===== src/rtl/text_console_cell_engine_core_assert.svh =====
// Assertion macros for the text console cell engine.
// Used by the top level; expects signals named clk and arst_n in scope.
`ifndef TEXT_CONSOLE_CELL_ENGINE_CORE_ASSERT_SVH
`define TEXT_CONSOLE_CELL_ENGINE_CORE_ASSERT_SVH

// Same-cycle implication, checked on every rising edge outside reset.
`define TCCE_ASSERT_IMP(label, ante, cons, msg) \
	label: assert property (@(posedge clk) disable iff (!arst_n) (ante) |-> (cons)) \
		else $error(msg);

// Next-cycle implication, checked on every rising edge outside reset.
`define TCCE_ASSERT_NEXT(label, ante, cons, msg) \
	label: assert property (@(posedge clk) disable iff (!arst_n) (ante) |=> (cons)) \
		else $error(msg);

`endif


===== src/rtl/tcce_pkg.sv =====
// Shared types and constants of the text console cell engine.
// No dependencies; imported by the controller, the datapath and the top level.
package tcce_pkg;

	localparam int CMD_W       = 3;
	localparam int CHAR_W      = 8;
	localparam int COLOR_W     = 4;
	localparam int INDEX_W     = 11;
	localparam int CURSOR_W    = 11;
	localparam int CFG_INDEX_W = 1;
	localparam int CFG_DATA_W  = 4;

	// Request opcodes.
	localparam logic [CMD_W-1:0] CMD_PUT     = 3'd0;
	localparam logic [CMD_W-1:0] CMD_BACK    = 3'd1;
	localparam logic [CMD_W-1:0] CMD_NEWLINE = 3'd2;
	localparam logic [CMD_W-1:0] CMD_CLEAR   = 3'd3;
	localparam logic [CMD_W-1:0] CMD_READ    = 3'd4;

	// Configuration register indexes.
	localparam logic [CFG_INDEX_W-1:0] CFG_BLANK_FG = 1'd0;
	localparam logic [CFG_INDEX_W-1:0] CFG_BLANK_BG = 1'd1;

	localparam logic [COLOR_W-1:0] BLANK_FG_RESET = 4'hF;
	localparam logic [COLOR_W-1:0] BLANK_BG_RESET = 4'h0;
	localparam logic [CHAR_W-1:0]  BLANK_CHAR     = 8'h20;

	// One stored cell: character in the low byte, then foreground, then background.
	typedef struct packed {
		logic [COLOR_W-1:0] bg;
		logic [COLOR_W-1:0] fg;
		logic [CHAR_W-1:0]  ch;
	} cell_t;

	// Commands from the controller to the datapath.
	typedef struct packed {
		logic load;      // latch the request fields
		logic exec;      // carry out the latched command
		logic sweep_run; // step the scroll or clear sweep
	} ctl_cmd_t;

	// Status from the datapath to the controller.
	typedef struct packed {
		logic [CMD_W-1:0] cmd;
		logic             row_full;
		logic             sweep_last;
		logic             pipe_wr;
	} dp_sts_t;

endpackage


===== src/rtl/tcce_ctrl.sv =====
// Controller state machine of the text console cell engine.
// Depends on tcce_pkg for the command and status structs and the opcodes.
module tcce_ctrl import tcce_pkg::*; (
	input  logic     clk,
	input  logic     arst_n,
	input  logic     start,
	input  dp_sts_t  sts,
	output ctl_cmd_t ctl,
	output logic     busy,
	output logic     done
);

	typedef enum logic [4:0] {
		S_IDLE  = 5'b00001,
		S_EXEC  = 5'b00010,
		S_SWEEP = 5'b00100,
		S_DRAIN = 5'b01000,
		S_RESP  = 5'b10000
	} state_t;

	state_t state_q;
	state_t state_d;
	logic   need_scroll;

	assign need_scroll = (sts.cmd == CMD_PUT) && sts.row_full;

	assign busy = !((state_q == S_IDLE) || (state_q == S_RESP));
	assign done = (state_q == S_RESP);

	assign ctl.load      = start && !busy;
	assign ctl.exec      = (state_q == S_EXEC) && !need_scroll;
	assign ctl.sweep_run = (state_q == S_SWEEP);

	always_comb begin
		state_d = state_q;
		case (state_q)
			S_IDLE: begin
				if (start) state_d = S_EXEC;
			end
			S_EXEC: begin
				if (need_scroll || (sts.cmd == CMD_CLEAR)) state_d = S_SWEEP;
				else state_d = S_RESP;
			end
			S_SWEEP: begin
				if (sts.sweep_last) state_d = S_DRAIN;
			end
			S_DRAIN: begin
				// After a scroll the pending character still has to be written.
				if (sts.cmd == CMD_PUT) state_d = S_EXEC;
				else state_d = S_RESP;
			end
			S_RESP: begin
				if (start) state_d = S_EXEC;
				else state_d = S_IDLE;
			end
			default: begin
				state_d = S_IDLE;
			end
		endcase
	end

	always_ff @(posedge clk or negedge arst_n) begin
		if (!arst_n) state_q <= S_IDLE;
		else state_q <= state_d;
	end

endmodule


===== config.mk =====
export PLATFORM = sky130hd
export DESIGN_NAME = tcce_ctrl
export DESIGN_NICKNAME = d
export VERILOG_FILES = /design/src/rtl/text_console_cell_engine_core_assert.svh /design/src/rtl/tcce_pkg.sv /design/src/rtl/tcce_ctrl.sv
export SDC_FILE = /design/constraint.sdc
export NUM_CORES = 1
export LEC_CHECK = 0
export BUFFER_PORTS_ARGS = -buffer_cell sky130_fd_sc_hd__buf_2
export CORE_AREA = 5 5 42 44
export CTS_CLUSTER_SIZE = 40
export DETAILED_ROUTE_END_ITERATION = 10
export DIE_AREA = 0 0 47 49
export PLACE_DENSITY = 0.62
export REMOVE_ABC_BUFFERS = 1
export SLEW_MARGIN = 20
export SYNTH_ARGS = -nofsm -noshare
export SYNTH_HDL_FRONTEND = slang
export SYNTH_SLANG_ARGS = --single-unit

===== constraint.sdc =====
create_clock -name clk -period 1.7 [get_ports clk]
set_clock_uncertainty 0.1 [all_clocks]
set_input_delay 0.34 -clock clk [delete_from_list [all_inputs] [get_ports clk]]
set_output_delay 0.34 -clock clk [all_outputs]
set_load 0.01 [all_outputs]

### Word-level counts from Yosys, hierarchy flattened

Cells that the tools add are included.

* bits in latches: 0
* register bits: 5
* output and inout port bits: 5
* word-level logic and storage cells: 24
* memory bits (writable): 0
* bits in read-only memories: 0
* memories kept: 0

* equality and inequality tests: 8
* magnitude comparators: 0
* $add $sub $neg: 0
* mux-type cells: 6
* reduce and logical (&&, ||, !) cells: 9
* divide/modulo/power cells: 0
* bitwise logic cells: 0
* multipliers: 0
* shift operators: 0

Operators with widths (count)
* case mux 5 bit (5 select lines): 1
* 2-to-1 mux 5 bit: 4
* equality test 5 x 1 -> 1 bit, second input constant: 1
* equality test 5 x 2 -> 1 bit, second input constant: 1
* equality test 5 x 3 -> 1 bit, second input constant: 1
* equality test 5 x 4 -> 1 bit, second input constant: 1
* equality test 5 bit, second input constant: 1
* != test 2 bit, second input constant: 2
* equality test 3 x 2 -> 1 bit, second input constant: 1
* logical AND 1 bit: 3
* logical NOT 3 bit: 1
* logical NOT 1 bit: 2
* logical OR 1 bit: 2
* 2-to-1 mux 2 bit: 1
* AND reduction 2 bit: 1

### Depth between registers and ports, before layout

* depth after elaboration: 5
* mapped depth: 5
* depth with buffers taken out: 4

### Worst setup path before layout

OpenSTA, ideal clock, no wires.

* kind: register -> output
* start point: register state_q[4]
* end point: output port ctl[1] in the netlist's numbering
* path slack: 0.254 ns
* data arrival time: 1.006 ns
* cell stages (with the launch flop): 4
* path buffers: 1
* required time: 1.260 ns
* path through: dfrtp_1 -> clkdlybuf4s15_2 -> nand3b_1 -> a21oi_1

RTL lines
* from (decl): RTL line tcce_ctrl.sv:21 `state_t state_q;`
* from (signal assigned): RTL line tcce_ctrl.sv:64 `else state_q <= state_d;`
* to (decl): RTL line tcce_ctrl.sv:8 `output ctl_cmd_t ctl,`

==> impl_metrics.env <==
export IMPL_status="finished, violations left"
export IMPL_violations="setup timing"
export IMPL_gr_usage_all_layers_pct=8.42
export IMPL_gp_congestion=0.749
export IMPL_dr_wl_met3_microns=63
export IMPL_totalNegativeSetupSlack_ns=-0.0372
export IMPL_place_area_sq_um=429
export IMPL_initial_core_util_pct=26.5
export IMPL_yosysWarningCount=0
export IMPL_fin_crit_sh_pct=102
export IMPL_cts_htree_levels=1
export IMPL_drt_met1_wl_microns=363
export IMPL_ys_types=25
export IMPL_antenna_found_initial=0
export IMPL_grt_pass1_wl_microns=1460
export IMPL_grt_setup_unrepaired="true"
export IMPL_syn_inst=43
export IMPL_top_layer="met3"
export IMPL_regToRegSetupSlack_ns=0.21
export IMPL_ys_seq_area_share_pct=34.0
export IMPL_final_layout_size_suffix_gt1_share_pct=41.0
export IMPL_routed_via_density=4.90
export IMPL_worst_slew_pin_slew_ns=0.333
export IMPL_num_vias=377
export IMPL_peakVddDrop_uv=731
export IMPL_cts_sinks=5
export IMPL_power_density_mw_per_mm2=1250
export IMPL_min_period_ns=1.73
export IMPL_final_hold_viol_count=0
export IMPL_grt_start_max_net_pins=10
export IMPL_ant_nets=0
export IMPL_row_count=14
export IMPL_critPathKind="register to output pin"
export IMPL_largest_register="state_q"
export IMPL_cts_buffers=3
export IMPL_leakage_uw=0.000243
export IMPL_port_buffers=12
export IMPL_met2_length_microns=407
export IMPL_cap_violations=0
export IMPL_cp_start_kind="register"
export IMPL_first_global_vias=386
export IMPL_cts_tree="yes"
export IMPL_largest_reg_flops=5
export IMPL_die_area_sq_mm=0.00230
export IMPL_cts_max_path_buffers=2
export IMPL_finalSetupViolations=2
export IMPL_syn_to_final_growth_pct=34.3
export IMPL_synth_area_sq_um=372
export IMPL_arrival_ns=1.29
export IMPL_reg_top3="state_q x5"
export IMPL_core_region_area_sq_mm=0.00140
export IMPL_wirelength_microns=834
export IMPL_dpl_hpwl_microns=667
export IMPL_path_clk_slew_ns=0.04
export IMPL_antenna_cells=0
export IMPL_hp_class="input pin to register"
export IMPL_cp_required_ns=1.26
export IMPL_final_area_sq_um=499
export IMPL_setup_ws_ns=-0.0325
export IMPL_finalMaxSlewViolations=0
export IMPL_crit_path_end_kind="output pin"
export IMPL_clkLatencyLatePin_ns=0.23
export IMPL_wl_per_cell_microns=10.8
export IMPL_root_buffer="clkbuf_4"
export IMPL_postSynthAreaPerCell_sq_um=8.64
export IMPL_grt_ovfl_total=0
export IMPL_finalNetCount=71
export IMPL_dr_pass1_iters=2
export IMPL_dr_first_iter_drc_count=5
export IMPL_nFillCells=158
export IMPL_ys_ff_latch=5
export IMPL_totalPowerFinal_uw=626
export IMPL_die_x_microns=47
export IMPL_die_h_microns=49
export IMPL_drc=0
export IMPL_max_slew_margin_rel_pct=77.6
export IMPL_fmax_mhz=577
export IMPL_worst_path_max_fanout=7
export IMPL_design_portCount=14
## area by class of cell
cell class	instances	area, sq um	area share [%]
Timing Repair Buffer	16	92.6	18.5
Clock buffer	4	26.3	5.26
Tap cell	16	20.0	4.01
Multi-Input combinational cell	36	233	46.6
Sequential cell	5	128	25.6
## through the flow
stage | instances | hold slack (ns) | util, % | setup WS [ns]
after floorplan | 41 | -0.0556 | - | 0.293
after global placement | 69 | 0.0532 | 30.6 | 0.173
after detailed placement | 69 | 0.0565 | 30.6 | 0.184
after CTS | 76 | 0.192 | 35.0 | -0.0425
after global routing | 77 | 0.193 | 35.6 | -0.104
final | 77 | 0.200 | 35.6 | -0.0325
## kinds of logic (layout without fill, tap and decap cells)
| kind of cell | after synthesis | after routing | synth area share (%) |
|---|---|---|---|
| AO/OA/AOI/OAI | 11 | 11 | 20.2 |
| XOR/XNOR | 1 | 1 | 2.36 |
| buffers and inverters | 2 | 20 | 6.06 |
| flip-flops | 5 | 5 | 34.0 |
| multiplexers | 1 | 1 | 2.69 |
| AND/OR/NAND/NOR | 23 | 23 | 34.7 |
## layout by cell type (no fill, tap or decap)
| cell | netlist | layout |
|---|---|---|
| a211o_1 | 1 | 1 |
| a211oi_1 | 1 | 1 |
| a21oi_1 | 2 | 2 |
| a22oi_1 | 1 | 1 |
| and2_1 | 2 | 2 |
| and3_1 | 1 | 1 |
| and3_2 | 1 | 1 |
| and3b_1 | 1 | 1 |
| and4bb_1 | 1 | 1 |
| buf_2 | 0 | 12 |
| buf_4 | 0 | 3 |
| clkbuf_1 | 0 | 1 |
| clkbuf_4 | 0 | 3 |
| dfrtp_1 | 4 | 3 |
| dfrtp_2 | 0 | 1 |
| dfstp_2 | 1 | 1 |
| dlygate4sd3_1 | 0 | 1 |
| mux2i_1 | 1 | 1 |
| nand2_1 | 4 | 4 |
| nand3b_1 | 2 | 2 |
| nor2_1 | 7 | 5 |
| nor2_2 | 0 | 2 |
| nor2b_2 | 1 | 1 |
| nor3_1 | 2 | 1 |
| nor3_2 | 0 | 1 |
| o21ai_0 | 2 | 2 |
| o21bai_1 | 1 | 1 |
| o31ai_1 | 2 | 2 |
| o32ai_1 | 1 | 1 |
| or3_1 | 1 | 1 |
| xor2_1 | 1 | 1 |
## layer usage
layer  vias up  GRT usage [%]
li1        192              -
met1       173           9.35
met2        12           12.4
met3         0           4.43
met4         0           4.61
met5         -              0
## path summary, 6_finish.rpt
| kind | start | to | cells past startpoint |
|---|---|---|---|
| worst min register to register | state_q[3] | state_q[2] | 1 |
| worst max-delay path | state_q[0] | ctl[2] | 3 |
| worst min-delay path | sts[1] | state_q[2] | 2 |
| min in group asynchronous | arst_n | state_q[4] | 2 |
| max in group asynchronous | arst_n | state_q[0] | 2 |
| worst max register to register | state_q[0] | state_q[1] | 4 |
## Yosys cell counts
cell	number	area, sq um
nor2_1	7	26.3
dfrtp_1	4	100
nand2_1	4	15.0
a21oi_1	2	10.0
and2_1	2	12.5
nand3b_1	2	15.0
nor3_1	2	10.0
o21ai_0	2	10.0
o31ai_1	2	15.0
a211o_1	1	8.76
a211oi_1	1	7.51
a22oi_1	1	7.51
and3_1	1	6.26
and3_2	1	7.51
and3b_1	1	8.76
and4bb_1	1	12.5
buf_6	1	11.3
clkdlybuf4s15_2	1	11.3
dfstp_2	1	26.3
mux2i_1	1	10.0
nor2b_2	1	8.76
o21bai_1	1	7.51
o32ai_1	1	8.76
or3_1	1	6.26
xor2_1	1	8.76
## worst max-delay path, stage by stage (launching register included)
cell and delay (ns):
dfstp_2 0.60, xor2_1 0.18, and3_1 0.16, buf_2 0.12
## power by group
part           switching (uW)  internal, uW  leakage [uW]  total [uW]
Sequential               45.0           158     0.0000638         203
Combinational             141           152      0.000164         293
Clock                    42.2          88.3     0.0000150         131
Total                     228           398      0.000243         626
## timing repair
action	CTS	global route
gates resized for setup	3	1
endpoints found under the hold margin	5	0
buffers inserted	2	1
hold buffers	1	0
setup endpoints to repair	4	5
pin swaps	1	1
Power figures use the tool's default switching activity.
